$ cat src/rtl/assert_macros.svh
// ----------------------------------------------------------------------------
// Assertion macros
// Clocked, reset-qualified concurrent assertion helpers.
// ----------------------------------------------------------------------------
`ifndef ASSERT_MACROS_SVH
`define ASSERT_MACROS_SVH

// Property sampled on clk_i, disabled while rst_ni is low.
`define ASSERT_CLK(label, prop, msg) \
  label: assert property (@(posedge clk_i) disable iff (!rst_ni) (prop)) else $error(msg);

// Implication form of the above.
`define ASSERT_IMPL(label, pre, post, msg) \
  `ASSERT_CLK(label, (pre) |-> (post), msg)

`endif

$ cat src/rtl/bfp_pkg.sv
// ----------------------------------------------------------------------------
// bfp_pkg
// Shared types and constants of the MSB-first bit field packer.
// ----------------------------------------------------------------------------
package bfp_pkg;

  localparam int unsigned CmdW    = 2;
  localparam int unsigned BitCntW = 7;
  localparam int unsigned ByteCntW = 3;
  localparam int unsigned ValueW  = 64;
  localparam int unsigned ByteW   = 8;
  localparam int unsigned FillW   = 3;
  localparam int unsigned RemW    = 7;
  localparam int unsigned WordW   = ValueW + ByteW;

  localparam logic [BitCntW-1:0]  MaxFieldBits = 7'd64;
  localparam logic [ByteCntW-1:0] MaxWordBytes = 3'd4;

  localparam logic [CmdW-1:0] CmdAppend = 2'd0;
  localparam logic [CmdW-1:0] CmdWrite  = 2'd1;
  localparam logic [CmdW-1:0] CmdAlign  = 2'd2;

  typedef struct packed {
    logic load;
    logic shift;
    logic commit;
  } ctrl_t;

  typedef struct packed {
    logic             rem_ge8;
    logic             last;
    logic [ByteW-1:0] top;
  } stat_t;

endpackage

$ cat src/rtl/bfp_datapath.sv
// ----------------------------------------------------------------------------
// bfp_datapath
// Alignment loader and byte shifter holding the pending bit word and state.
// ----------------------------------------------------------------------------
module bfp_datapath (
  input  logic                            clk_i,
  input  logic                            rst_ni,
  input  bfp_pkg::ctrl_t                  ctrl_i,
  input  logic [bfp_pkg::CmdW-1:0]        command_i,
  input  logic [bfp_pkg::BitCntW-1:0]     bit_count_i,
  input  logic [bfp_pkg::ByteCntW-1:0]    byte_count_i,
  input  logic [bfp_pkg::ValueW-1:0]      value_i,
  output bfp_pkg::stat_t                  stat_o
);

  logic [bfp_pkg::WordW-1:0]  word_q, word_d;
  logic [bfp_pkg::RemW-1:0]   rem_q, rem_d;
  logic [bfp_pkg::ByteW-1:0]  partial_q, partial_d;
  logic [bfp_pkg::FillW-1:0]  fill_q, fill_d;

  logic [bfp_pkg::BitCntW-1:0]  cnt_sat;
  logic [bfp_pkg::ByteCntW-1:0] nb_sat;
  logic [bfp_pkg::ValueW-1:0]   val_just;
  logic [31:0]                  val_rev;
  logic                         has_part;
  logic [bfp_pkg::WordW-1:0]    load_word;
  logic [bfp_pkg::RemW-1:0]     load_rem;

  always_comb begin
    cnt_sat  = (bit_count_i > bfp_pkg::MaxFieldBits) ? bfp_pkg::MaxFieldBits : bit_count_i;
    nb_sat   = (byte_count_i > bfp_pkg::MaxWordBytes) ? bfp_pkg::MaxWordBytes : byte_count_i;
    val_just = value_i << (bfp_pkg::MaxFieldBits - cnt_sat);
    val_rev  = {value_i[7:0], value_i[15:8], value_i[23:16], value_i[31:24]};
    has_part = (fill_q != '0);
    unique case (command_i)
      bfp_pkg::CmdAppend: begin
        load_word = {partial_q, {bfp_pkg::ValueW{1'b0}}}
                  | ({val_just, {bfp_pkg::ByteW{1'b0}}} >> fill_q);
        load_rem  = {{(bfp_pkg::RemW-bfp_pkg::FillW){1'b0}}, fill_q} + cnt_sat;
      end
      bfp_pkg::CmdWrite: begin
        load_word = has_part ? {partial_q, val_rev, 32'd0} : {val_rev, 40'd0};
        load_rem  = (has_part ? 7'd8 : 7'd0) + {1'b0, nb_sat, 3'd0};
      end
      bfp_pkg::CmdAlign: begin
        load_word = {partial_q, {bfp_pkg::ValueW{1'b0}}};
        load_rem  = has_part ? 7'd8 : 7'd0;
      end
      default: begin
        load_word = {partial_q, {bfp_pkg::ValueW{1'b0}}};
        load_rem  = {{(bfp_pkg::RemW-bfp_pkg::FillW){1'b0}}, fill_q};
      end
    endcase
  end

  always_comb begin
    word_d    = word_q;
    rem_d     = rem_q;
    partial_d = partial_q;
    fill_d    = fill_q;
    if (ctrl_i.load) begin
      word_d = load_word;
      rem_d  = load_rem;
    end else if (ctrl_i.shift) begin
      word_d = {word_q[bfp_pkg::WordW-bfp_pkg::ByteW-1:0], {bfp_pkg::ByteW{1'b0}}};
      rem_d  = rem_q - 7'd8;
    end
    if (ctrl_i.commit) begin
      fill_d    = rem_q[bfp_pkg::FillW-1:0];
      partial_d = word_q[bfp_pkg::WordW-1 -: bfp_pkg::ByteW]
                & ~(8'hFF >> rem_q[bfp_pkg::FillW-1:0]);
    end
  end

  always_ff @(posedge clk_i or negedge rst_ni) begin
    if (!rst_ni) begin
      rem_q     <= '0;
      partial_q <= '0;
      fill_q    <= '0;
    end else begin
      rem_q     <= rem_d;
      partial_q <= partial_d;
      fill_q    <= fill_d;
    end
  end

  always_ff @(posedge clk_i) begin
    word_q <= word_d;
  end

  assign stat_o.rem_ge8 = |rem_q[bfp_pkg::RemW-1:3];
  assign stat_o.last    = ~|rem_q[bfp_pkg::RemW-1:4];
  assign stat_o.top     = word_q[bfp_pkg::WordW-1 -: bfp_pkg::ByteW];

endmodule

$ cat src/rtl/msb_first_bit_field_packer_unit.sv
// ----------------------------------------------------------------------------
// msb_first_bit_field_packer_unit
// Packs bit fields MSB first into a byte stream; aligns and writes LE bytes.
// ----------------------------------------------------------------------------
//  Channel   Dir  Payload                                         Marker
//  s_axis    in   tuser: command; tdata: bit_count,byte_count,value  -
//  m_axis    out  tdata: out_byte                                 tlast: last_byte
//
//  An item is loaded, then emits its bytes (0 to 8) one per cycle through the
//  shared 72-bit byte shifter while the output is free, then stores the
//  leftover bits. Output stalls hold the shifter.
//  Reset clears the partial byte and fill count; no item is taken while busy.
// ----------------------------------------------------------------------------
`include "assert_macros.svh"

module msb_first_bit_field_packer_unit (
  input  logic        clk_i,
  input  logic        rst_ni,
  input  logic        s_axis_tvalid_i,
  output logic        s_axis_tready_o,
  input  logic [79:0] s_axis_tdata_i,  // bit_count[6:0], byte_count[9:7], value[73:10]
  input  logic [1:0]  s_axis_tuser_i,  // command[1:0]
  output logic        m_axis_tvalid_o,
  input  logic        m_axis_tready_i,
  output logic [7:0]  m_axis_tdata_o,  // out_byte[7:0]
  output logic        m_axis_tlast_o
);

  localparam logic StIdle = 1'b0;
  localparam logic StRun  = 1'b1;

  logic           state_q, state_d;
  logic           ov_q, ov_d;
  logic [7:0]     ob_q, ob_d;
  logic           ol_q, ol_d;
  logic           accept, out_free;
  bfp_pkg::ctrl_t ctrl;
  bfp_pkg::stat_t stat;

  bfp_datapath u_dp (
    .clk_i        (clk_i),
    .rst_ni       (rst_ni),
    .ctrl_i       (ctrl),
    .command_i    (s_axis_tuser_i),
    .bit_count_i  (s_axis_tdata_i[6:0]),
    .byte_count_i (s_axis_tdata_i[9:7]),
    .value_i      (s_axis_tdata_i[73:10]),
    .stat_o       (stat)
  );

  assign s_axis_tready_o = (state_q == StIdle);
  assign accept          = s_axis_tvalid_i & s_axis_tready_o;
  assign out_free        = ~ov_q | m_axis_tready_i;

  always_comb begin
    state_d     = state_q;
    ov_d        = ov_q & ~m_axis_tready_i;
    ob_d        = ob_q;
    ol_d        = ol_q;
    ctrl.load   = 1'b0;
    ctrl.shift  = 1'b0;
    ctrl.commit = 1'b0;
    unique case (state_q)
      StIdle: begin
        if (accept) begin
          ctrl.load = 1'b1;
          state_d   = StRun;
        end
      end
      StRun: begin
        if (stat.rem_ge8) begin
          if (out_free) begin
            ov_d       = 1'b1;
            ob_d       = stat.top;
            ol_d       = stat.last;
            ctrl.shift = 1'b1;
          end
        end else begin
          ctrl.commit = 1'b1;
          state_d     = StIdle;
        end
      end
      default: state_d = StIdle;
    endcase
  end

  always_ff @(posedge clk_i or negedge rst_ni) begin
    if (!rst_ni) begin
      state_q <= StIdle;
      ov_q    <= 1'b0;
    end else begin
      state_q <= state_d;
      ov_q    <= ov_d;
    end
  end

  always_ff @(posedge clk_i) begin
    ob_q <= ob_d;
    ol_q <= ol_d;
  end

  assign m_axis_tvalid_o = ov_q;
  assign m_axis_tdata_o  = ob_q;
  assign m_axis_tlast_o  = ol_q;

  `ASSERT_CLK(a_accept_starts_run, accept |=> (state_q == StRun), "accept did not start run")
  `ASSERT_IMPL(a_idle_no_bytes, state_q == StIdle, !stat.rem_ge8, "bytes pending while idle")
  `ASSERT_IMPL(a_commit_no_shift, ctrl.commit, !ctrl.shift && !ctrl.load, "commit clash")

endmodule

$ cat config.mk
export PLATFORM = sky130hd
export DESIGN_NAME = msb_first_bit_field_packer_unit
export DESIGN_NICKNAME = d
export VERILOG_FILES = /design/src/rtl/bfp_pkg.sv /design/src/rtl/bfp_datapath.sv /design/src/rtl/msb_first_bit_field_packer_unit.sv
export VERILOG_INCLUDE_DIRS = /design/src /design/src/rtl
export SDC_FILE = /design/constraint.sdc
export NUM_CORES = 1
export LEC_CHECK = 0
export BUFFER_PORTS_ARGS = -buffer_cell sky130_fd_sc_hd__buf_2
export CELL_PAD_IN_SITES_DETAIL_PLACEMENT = 1
export CELL_PAD_IN_SITES_GLOBAL_PLACEMENT = 1
export CORE_MARGIN = 4
export CORE_UTILIZATION = 48
export CTS_CLUSTER_DIAMETER = 40
export DETAILED_ROUTE_END_ITERATION = 7
export PLACE_DENSITY_LB_ADDON = 0.1
export REMOVE_ABC_BUFFERS = 1
export SLEW_MARGIN = 20
export SYNTH_ARGS = -nofsm -noshare
export SYNTH_HDL_FRONTEND = slang
export SYNTH_SLANG_ARGS = --single-unit
export TNS_END_PERCENT = 10
$ cat constraint.sdc
create_clock -name clk_i -period 3.6 [get_ports clk_i]
set_input_delay 0.72 -clock clk_i [delete_from_list [all_inputs] [get_ports clk_i]]
set_output_delay 0.72 -clock clk_i [all_outputs]
set_load 0.005 [all_outputs]
==> summary.md, run 1 <==
| Metric | Value |
|---|---|
| Status | aborted with a tool error |
| Failing step | global routing (5_1_grt) |
| Stop err | [ERROR GRT-0116] Global routing finished with congestion. Check the congestion regions in the DRC Viewer. |
| Warnings from Yosys | 0 |
| Mapped Avg Cell Area | approximately 8.1 um2 |
| Row count | between 60 and 70 |
| CTS Sinks | 99 |
| Placed cell areas | roughly 0.018 mm2 |
| Initial Utilization | between 40% and 50% |
| H-tree level count | 3 |
| GR Util All Layers | around 77% |
| Sequential area share after synthesis | a little over a fifth |
| Library cells used by synthesis | between 100 and 150 |
| Synthesis-stage register bit count | between 90 and 100 |
| Post-Syn Instances | roughly 1,700 |
| Placer Congestion | between 1 and 1.5 |
| CTS max path bufs | 2 |
| Number of global-route vias before repair | 24,999 |
| Largest net degree at the start of global routing | 82 |
| EDFF count, synth | 80 |
| Async S/R FF share, synth | 19.2% |
| Die W | roughly 180 um |
| Hold buffers post-CTS | 0 |
| Die height | roughly 180 um |
| # IOs | between 90 and 100 |
| Clk root buf | clkbuf_16 |
| Global route overflow | 220 |
| Mapped Area | about 0.014 mm2 |
| TritonCTS buffer count | 9 |
| Port Buf Inserts | 90 |
| DP HPWL | ~70 mm |
| First-pass GRT wire length | 180 mm |
| Prevailing post-synth register cell | edfxtp_1 |
## Yosys cell counts, types with 11 or more instances
library cell / instances / area share (%)
a211oi_1: 24 / 1.3
a21oi_1: 85 / 3.1
a221oi_1: 26 / 1.7
a22oi_1: 26 / 1.4
a2bb2oi_1: 12 / 0.77
a31oi_1: 28 / 1.3
a32oi_1: 17 / 1.1
and2_1: 13 / 0.59
and3_1: 12 / 0.55
buf_1: 17 / 0.47
buf_2: 29 / 1.1
buf_4: 13 / 0.71
buf_6: 17 / 1.4
clkbuf_1: 80 / 2.2
dfrtp_1: 19 / 3.5
edfxtp_1: 80 / 18
inv_1: 19 / 0.52
mux2_2: 43 / 3.5
mux2i_1: 116 / 8.5
mux4_2: 36 / 5.9
nand2_1: 175 / 4.8
nand3_1: 55 / 2.0
nand3b_1: 16 / 0.88
nand4_1: 11 / 0.50
nor2_1: 136 / 3.7
nor2b_1: 24 / 1.1
nor3_1: 69 / 2.5
nor4_1: 17 / 0.78
o211ai_1: 33 / 1.8
o21a_1: 16 / 0.88
o21ai_0: 104 / 3.8
o21ai_1: 24 / 0.88
o221ai_1: 19 / 1.2
o22a_1: 12 / 0.77
o22ai_1: 38 / 1.7
o31ai_1: 14 / 0.77
## per-stage QoR
step / setup slack (ps) / std cells
global placement: -1200 / 2517
detailed placement: -1310 / 2517
CTS: -624 / 2556
floorplan: -3290 / 1533
## per-layer routing
metal / track usage, % / overflow
met3: 60.9 / 0
met2: 92.4 / 122
met4: 77.1 / 97
met5: 32.5 / 1
met1: 77.0 / 0
## cells by family after synthesis
logic type | synth area share (%)
AND/OR/NAND/NOR | 21.9
adder cells (fa/ha/maj) | 0.694
XOR/XNOR | 0.703
buffers and inverters | 6.61
multiplexers | 18.8
AO/OA/AOI/OAI | 30.3
flip-flops | 21.0
## timing repair
item                                    4_1_cts
hold endpoints to repair                      0
buffers inserted                             21
pin swaps                                    54
cloned                                        3
gates resized for setup                     177
endpoints found under the setup margin       64
==> run 2, diff against run 1 <==
- CELL_PAD_IN_SITES_DETAIL_PLACEMENT: 1 -> default
- CELL_PAD_IN_SITES_GLOBAL_PLACEMENT: 1 -> default
- CORE_UTILIZATION: 48 -> 40
- CTS_CLUSTER_DIAMETER: 40 -> default
- PLACE_DENSITY_LB_ADDON: 0.1 -> 0.15
==> run 2 against run 1 <==
The flow now finishes, with violations (negative setup slack). Synthesized cell count stayed put. Synthesized area is the same.
==> summary.md, run 2 <==
| Metric | Value |
|---|---|
| R2R Setup Slk | 540 ps |
| Met2 Use GR | 65.1% |
| Clk_lat worst skew | 350 ps |
| Port Buf Inserts | 90 |
| First-pass GRT wire length | about 120 mm |
| Slew Limit Fails | 0 |
| Global route overflow | 0 |
| Sequential Power Share | about 22% |
| Worst setup EP type | flop |
| Per-cell routed wire length | 30.4 um |
| Fmax | between 200 and 250 MHz |
| Async S/R FF share, synth | 19.2% |
| Worst hold slack | 307 ps |
| Cell chain of the critical path | buf_6 -> and2b_4 -> inv_6 -> ha_4 -> buf_12 -> xnor2_4 -> buf_12 -> buf_4 -> o22ai_2 -> a31o_4 -> or2_1 -> mux4_2 -> a221oi_4 -> buf_4 -> a2bb2oi_4 -> a211oi_1 -> o32a_1 |
| EDFF count, synth | 80 |
| Failing checks | negative setup slack |
| Internal cell power | between 5 and 6 mW |
| Most instantiated cells after synthesis | nand2_1, nor2_1, mux2i_1 |
| Slew headroom | between 30% and 40% |
| Core area | ~0.034 mm2 |
| DR vias | between 15,000 and 20,000 |
| DRC Markers | 0 |
| Commonest non-fill, non-tap cell in the layout | buf_4 |
| Pleak | 8.24 nW |
| Cell taking the most area after synthesis | edfxtp_1 |
| Final Hold Vio Count | 0 |
| M3 GR Usage | 8.12% |
| Req. time, crit path | between 3000 and 4000 ps |
| Post-route ant nets | 0 |
| FF-to-FF End | u_dp.word_q[67] |
| Reg with most FFs | u_dp.word_q |
| Setup-failing EPs final | 62 |
| H-tree level count | 3 |
| Largest net degree at the start of global routing | 65 |
| Slew @ Worst Pin | roughly 940 ps |
| P per Cell Area | 546 mW/mm2 |
| Worst setup SP type | input pin |
| Worst path bufs/invs | 6 |
| Pwr Total | between 10 and 15 mW |
| Row count | 67 |
| Clk network pwr share | approximately 9% |
| Switch share | a little under half |
| DRT iter0 DRCs | between 2,000 and 2,500 |
| Met1 Use GR | between 50% and 60% |
| Library cells used by synthesis | between 100 and 150 |
| Die W | around 190 um |
| CTS tree | built |
| CTS Sinks | 99 |
| TritonCTS buffer count | 9 |
| Clock slew at reported path FFs | around 70 ps |
| Synthesis-stage register bit count | between 90 and 100 |
| Hold Path Class | input pin to asynchronous set/reset pin |
| Nets | about 2,300 |
| PnR worst setup slack | -730 ps |
| Prevailing post-synth register cell | edfxtp_1 |
| Placer Congestion | between 1 and 1.5 |
| Sequential area share after synthesis | a little over a fifth |
| Final setup skew | ~4.5 ps |
| RSZ-0062 raised after global routing | yes |
| Share of layout cells above drive strength 1 | a little over two fifths |
| Synth top area share | between 10% and 20% |
| Number of max-cap violations | 0 |
| R2R depth | 11 |
| Combinational share of power | about two thirds |
| Psw | a little over 5 mW |
| Max reg flops | about 70 |
| Number of global-route vias before repair | 17,120 |
| Mapped Area | roughly 0.014 mm2 |
| Initial Utilization | 40.7% |
| CP Data Arrival Time | 4430 ps |
| Status | finished with violations |
| Die ar. | roughly 0.037 mm2 |
| Setup Crit Path Kind | input pin to flop |
| Main area contributors after synthesis | edfxtp_1, mux2i_1, mux4_2 |
| CP peak stage delay | ~610 ps |
| Die height | roughly 190 um |
| # diodes | 0 |
| Top-count cell post-synth | nand2_1 |
| Vias/cell | 6.72 |
| Post-Syn Instances | 1,690 |
| Worst Path Max Fanout | 7 |
| Clk root buf | clkbuf_16 |
| # IOs | 97 |
| DP HPWL | around 64 mm |
| Reg-to-Reg Start | u_dp.fill_q[0] |
| Max VDD drop | between 0.5 and 0.6 mV |
| Area growth, synth to finish | 45.3% |
| Most frequent cells in the layout | buf_4, nand2_1, nor2_1 |
| Slowest-stage cell, CP | mux4_2 |
| Warnings from Yosys | 0 |
| Top delay family on crit path | compound AO/OA/AOI/OAI gates |
| CTS max path bufs | 2 |
| Final Cycle Share | 120% |
| First-pass DRT Iterations | 5 |
| Tmin final | ~4300 ps |
| GR Util All Layers | a little over two fifths |
| Busiest grt layer | met2 |
| Initial antenna violation count | 1 |
| Mapped Avg Cell Area | slightly above 8 um2 |
| Final core utilization | between 50 and 60% |
| Total Wirelength | between 80 and 90 mm |
run 2: what timing repair did:
action,in CTS,in global routing
gates cloned,1,2
hold buffers,0,0
setup endpoints to repair,67,67
buffers inserted,14,13
resized for setup,111,112
pin swaps,32,45
run 2: through the flow:
step	cells	worst slack (ps)	area, um2	setup TNS (ps)
finish	2654	-730	19900	-30820
global route	2654	-785	19900	-35550
CTS	2639	-572	19200	-26320
detailed placement	2609	-1250	18200	-66700
global placement	2609	-1230	18200	-64770
floorplan	1533	-3290	12900	-276400
run 2: area by class of cell:
type | instances | area, um2
Fill cell | 3180 | 13800
Multi-Input combinational cell | 1412 | 11000
Timing Repair Buffer | 657 | 5130
Sequential cell | 99 | 2880
Tap cell | 448 | 561
Clock buffer | 12 | 246
Inverter | 22 | 87.6
Clock inverter | 4 | 50.0
run 2: worst max-delay path by stage:
stage | start | cells past startpoint | to
floorplan | s_axis_tdata_i[6] | 13 | u_dp.word_q[51]
global placement | s_axis_tdata_i[6] | 17 | u_dp.word_q[55]
detailed placement | s_axis_tdata_i[6] | 18 | u_dp.word_q[55]
CTS | s_axis_tdata_i[6] | 16 | u_dp.word_q[51]
global route | s_axis_tdata_i[6] | 17 | u_dp.word_q[46]
finish | s_axis_tdata_i[6] | 17 | u_dp.word_q[52]
run 2: power by group through the flow:
| stage | Sequential [mW] | Clock [mW] | Combinational (mW) |
|---|---|---|---|
| after floorplan | 2.44 | 0 | 3.35 |
| after global placement | 2.43 | 0 | 6.57 |
| after detailed placement | 2.43 | 0 | 6.60 |
| after CTS | 2.42 | 0.991 | 6.94 |
| after global routing | 2.47 | 1.04 | 7.83 |
| final | 2.42 | 0.988 | 7.47 |
run 2: logic make-up after synthesis:
group | count (synthesis) | share of synthesized area (%)
AND/OR/NAND/NOR | 602 | 21.9
AO/OA/AOI/OAI | 591 | 30.3
multiplexers | 204 | 18.8
buffers and inverters | 179 | 6.61
flip-flops | 99 | 21.0
XOR/XNOR | 8 | 0.703
adder cells (fa/ha/maj) | 7 | 0.694
run 2: metal layers:
layer / vias to the layer above / share of wire [%]
li1: 7675 / -
met1: 8617 / 38
met2: 1227 / 44
met3: 317 / 10
met4: 2 / 8.5
met5: - / 0.020
run 2: worst register-to-register path, stage by stage, from the launching register on:
cell and delay [ps]:
dfrtp_2 370, buf_4 370, nor2_1 190, inv_1 110
nor2_1 40, buf_4 210, inv_2 550, nor2_1 160
a22o_1 220, a221oi_1 270, o221a_2 250, o22ai_1 80
Power figures use the tool's default switching activity.
==> run 3, diff against run 2 <==
- SYNTH_HIERARCHICAL: default -> 1
==> run 3 against run 2 <==
The flow still finishes with violations (negative setup slack). First-iteration DRC count is 12% lower. Core utilization is 0.36 points higher. Hold slack worse by 13 ps. Sequential power hardly changed. Synthesized cell count is 11% lower. Sequential cell count stayed put. Critical endpoint is now u_dp/word_q[60]. Largest cell class unchanged.
==> summary.md, run 3 <==
| Metric | Value |
|---|---|
| Status | finished with violations |
| Failing checks | negative setup slack |
| Die ar. | between 0.03 and 0.04 mm2 |
| Global route overflow | 0 |
| Clk_lat worst skew | 360 ps |
| Final Cycle Share | 109% |
| Multi-input gate area | roughly 0.01 mm2 |
| Nets | 2,078 |
| TritonCTS buffer count | 9 |
| Library cells used by synthesis | 93 |
| Port Buf Inserts | 90 |
| Cell taking the most area after synthesis | edfxtp_1 |
| Max reg flops | 71 |
| Worst setup EP type | flop |
| Inst Count DP | 2,341 |
| Share of layout cells above drive strength 1 | roughly 47% |
| DRT iter0 DRCs | 2,116 |
| Setup Crit Path Kind | input pin to flop |
| Largest net degree at the start of global routing | 73 |
| Die W | ~190 um |
| Synthesis-stage register bit count | 99 |
| GR Util All Layers | between 30% and 40% |
| Commonest non-fill, non-tap cell in the layout | buf_4 |
| Clock slew at reported path FFs | roughly 70 ps |
| Slew @ Worst Pin | between 1000 and 1500 ps |
| CTS tree | built |
| Worst hold slack | around 290 ps |
| Register area | 0.00288 mm2 |
| DRC Markers | 0 |
| Core area | about 0.032 mm2 |
| Final core utilization | between 50% and 60% |
| Post-route ant nets | 0 |
| Mapped Area | about 0.013 mm2 |
| H-tree level count | 3 |
| Sequential Power Share | between 20% and 30% |
| Number of global-route vias before repair | between 15,000 and 20,000 |
| Worst Path Max Fanout | 8 |
| Per-cell routed wire length | 29.3 um |
| # diodes | 0 |
| # IOs | between 90 and 100 |
| P per Cell Area | 564 mW/mm2 |
| Die height | 187 um |
| Post-Syn Instances | approximately 1,500 |
| Busiest grt layer | met2 |
| Clk network pwr share | under 10% |
| DP HPWL | ~55 mm |
| Synth top area share | a little under a fifth |
| Max VDD drop | between 0.7 and 0.8 mV |
| Pwr Total | 10.6 mW |
| CP Data Arrival Time | 4040 ps |
| Internal cell power | between 5 and 6 mW |
| Switch share | 46.4% |
| CTS max path bufs | 2 |
| Clk root buf | clkbuf_16 |
| Warnings from Yosys | 6 |
| Slew Limit Fails | 0 |
| Most frequent cells in the layout | buf_4, mux2i_1, nand2_1 |
| Most instantiated cells after synthesis | mux2i_1, nor2_1, nand2_1 |
| Vias/cell | ~6.6 |
| Combinational share of power | approximately two thirds |
| Met1 Use GR | between 50 and 60% |
| Final Hold Vio Count | 0 |
| Slew headroom | about a third |
| M3 GR Usage | between 9 and 10% |
| Async S/R FF share, synth | a little under a fifth |
| Initial antenna violation count | 0 |
| Number of max-cap violations | 0 |
| PnR worst setup slack | -329 ps |
| Area growth, synth to finish | 46.4% |
| Top-count cell post-synth | mux2i_1 |
| Final TNS setup | -10,050 ps |
| Sequential area share after synthesis | between 20 and 25% |
| First-pass GRT wire length | approximately 100 mm |
| Pleak | just under 8 nW |
| Fin cells | approximately 2,400 |
| Psw | 4.92 mW |
| Req. time, crit path | approximately 3700 ps |
| Fmax | 255 MHz |
| Row count | 65 |
| Initial Utilization | between 40 and 50% |
| Main area contributors after synthesis | edfxtp_1, mux2i_1, mux4_2 |
| Total Wirelength | 70.1 mm |
| Met2 Use GR | 57.2% |
| Tmin final | 3930 ps |
| DR vias | roughly 16,000 |
| Hold Path Class | input pin to asynchronous set/reset pin |
| Worst setup SP type | input pin |
| Setup-failing EPs final | 54 |
| Placer Congestion | about 1 |
| Reg with most FFs | u_dp/word_q |
| Mapped Avg Cell Area | 8.53 um2 |
| EDFF count, synth | 80 |
| First-pass DRT Iterations | 6 |
| RSZ-0062 raised after global routing | yes |
| Prevailing post-synth register cell | edfxtp_1 |
| CTS Sinks | just under 100 |
| # fillers | ~2,900 |
| Final setup skew | approximately 12 ps |
-- run 3: changes by cell type in the layout (fill, tap and decap cells not counted), moves of 12 or more --
cell | before | now
nand2_1 | 169 | 138
nor3_1 | 58 | 37
mux2i_2 | 13 | 49
nor4_1 | 13 | 1
a211oi_1 | 20 | 4
buf_4 | 525 | 467
o21ai_0 | 96 | 62
mux2i_1 | 101 | 145
nand3_1 | 49 | 36
a221oi_2 | 13 | 1
-- run 3: final timing paths --
| path | cells after the start | slack (ps) | start | to |
|---|---|---|---|---|
| min reg2reg | 0 | 420 | u_dp/word_q[64] | m_axis_tdata_o[0] |
| min in group clk_i | 0 | 420 | u_dp/word_q[64] | m_axis_tdata_o[0] |
| max | 17 | -330 | s_axis_tdata_i[0] | u_dp/word_q[60] |
| min | 1 | 290 | rst_ni | u_dp/rem_q[5] |
| max in group asynchronous | 1 | 2970 | rst_ni | u_dp/fill_q[1] |
| max reg2reg | 6 | 780 | u_dp/fill_q[1] | u_dp/word_q[52] |
-- run 3: cell type report --
cell class | count | area share [%]
repair buffers | 605 | 25.2
well taps | 402 | 2.67
inverters | 33 | 0.679
flip-flops and latches | 99 | 15.3
multi-input cells | 1236 | 54.6
clock inverters | 6 | 0.279
clock buffers | 10 | 1.27
-- run 3: what timing repair did --
action	CTS	global route
hold buffers	0	0
hold endpoints to repair	0	0
setup endpoints to repair	61	59
gates cloned	1	0
pin swaps	53	32
resized for setup	179	96
buffers inserted	22	13
-- run 3: cells by family after synthesis --
kind of cell,Yosys count,share of synthesized area [%]
fa+ha+maj,8,0.838
simple gates,466,16.7
flops,99,22.4
buf+inv,171,6.52
mux,294,27.0
xor+xnor,10,1.12
compound gates,458,25.5
-- run 3: routing by layer --
layer / routed length [um] / up-vias
met5: 0 / -
met4: 2910 / 0
met3: 7860 / 170
met2: 29800 / 1059
met1: 29500 / 7728
li1: - / 6822
-- run 3: critical path: stages --
cell and delay, ps:
buf_6 100, nor2b_4 120, inv_2 80, ha_4 170
buf_12 140, mux2i_4 240, nor2_1 60, a2111o_1 510
buf_6 170, and2_1 160, o311a_4 340, nor4_4 320
buf_4 210, mux2i_1 100, mux2_4 300, a22oi_2 200
nand2_1 90
-- run 3: power by group through the flow --
stage	sequential [mW]	clock (mW)	combinational, mW
after floorplan	2.40	0	3.34
after global placement	2.41	0	6.21
after detailed placement	2.42	0	6.24
after CTS	2.40	1.01	6.73
after global routing	2.46	1.06	7.53
final	2.42	1.00	7.19
-- run 3: through the flow --
stage | setup WS, ps | area, um2
6_report | -329 | 18800
5_1_grt | -363 | 18800
4_1_cts | -258 | 18300
3_5_place_dp | -1490 | 17000
3_3_place_gp | -1440 | 17000
2_1_floorplan | -5240 | 12100
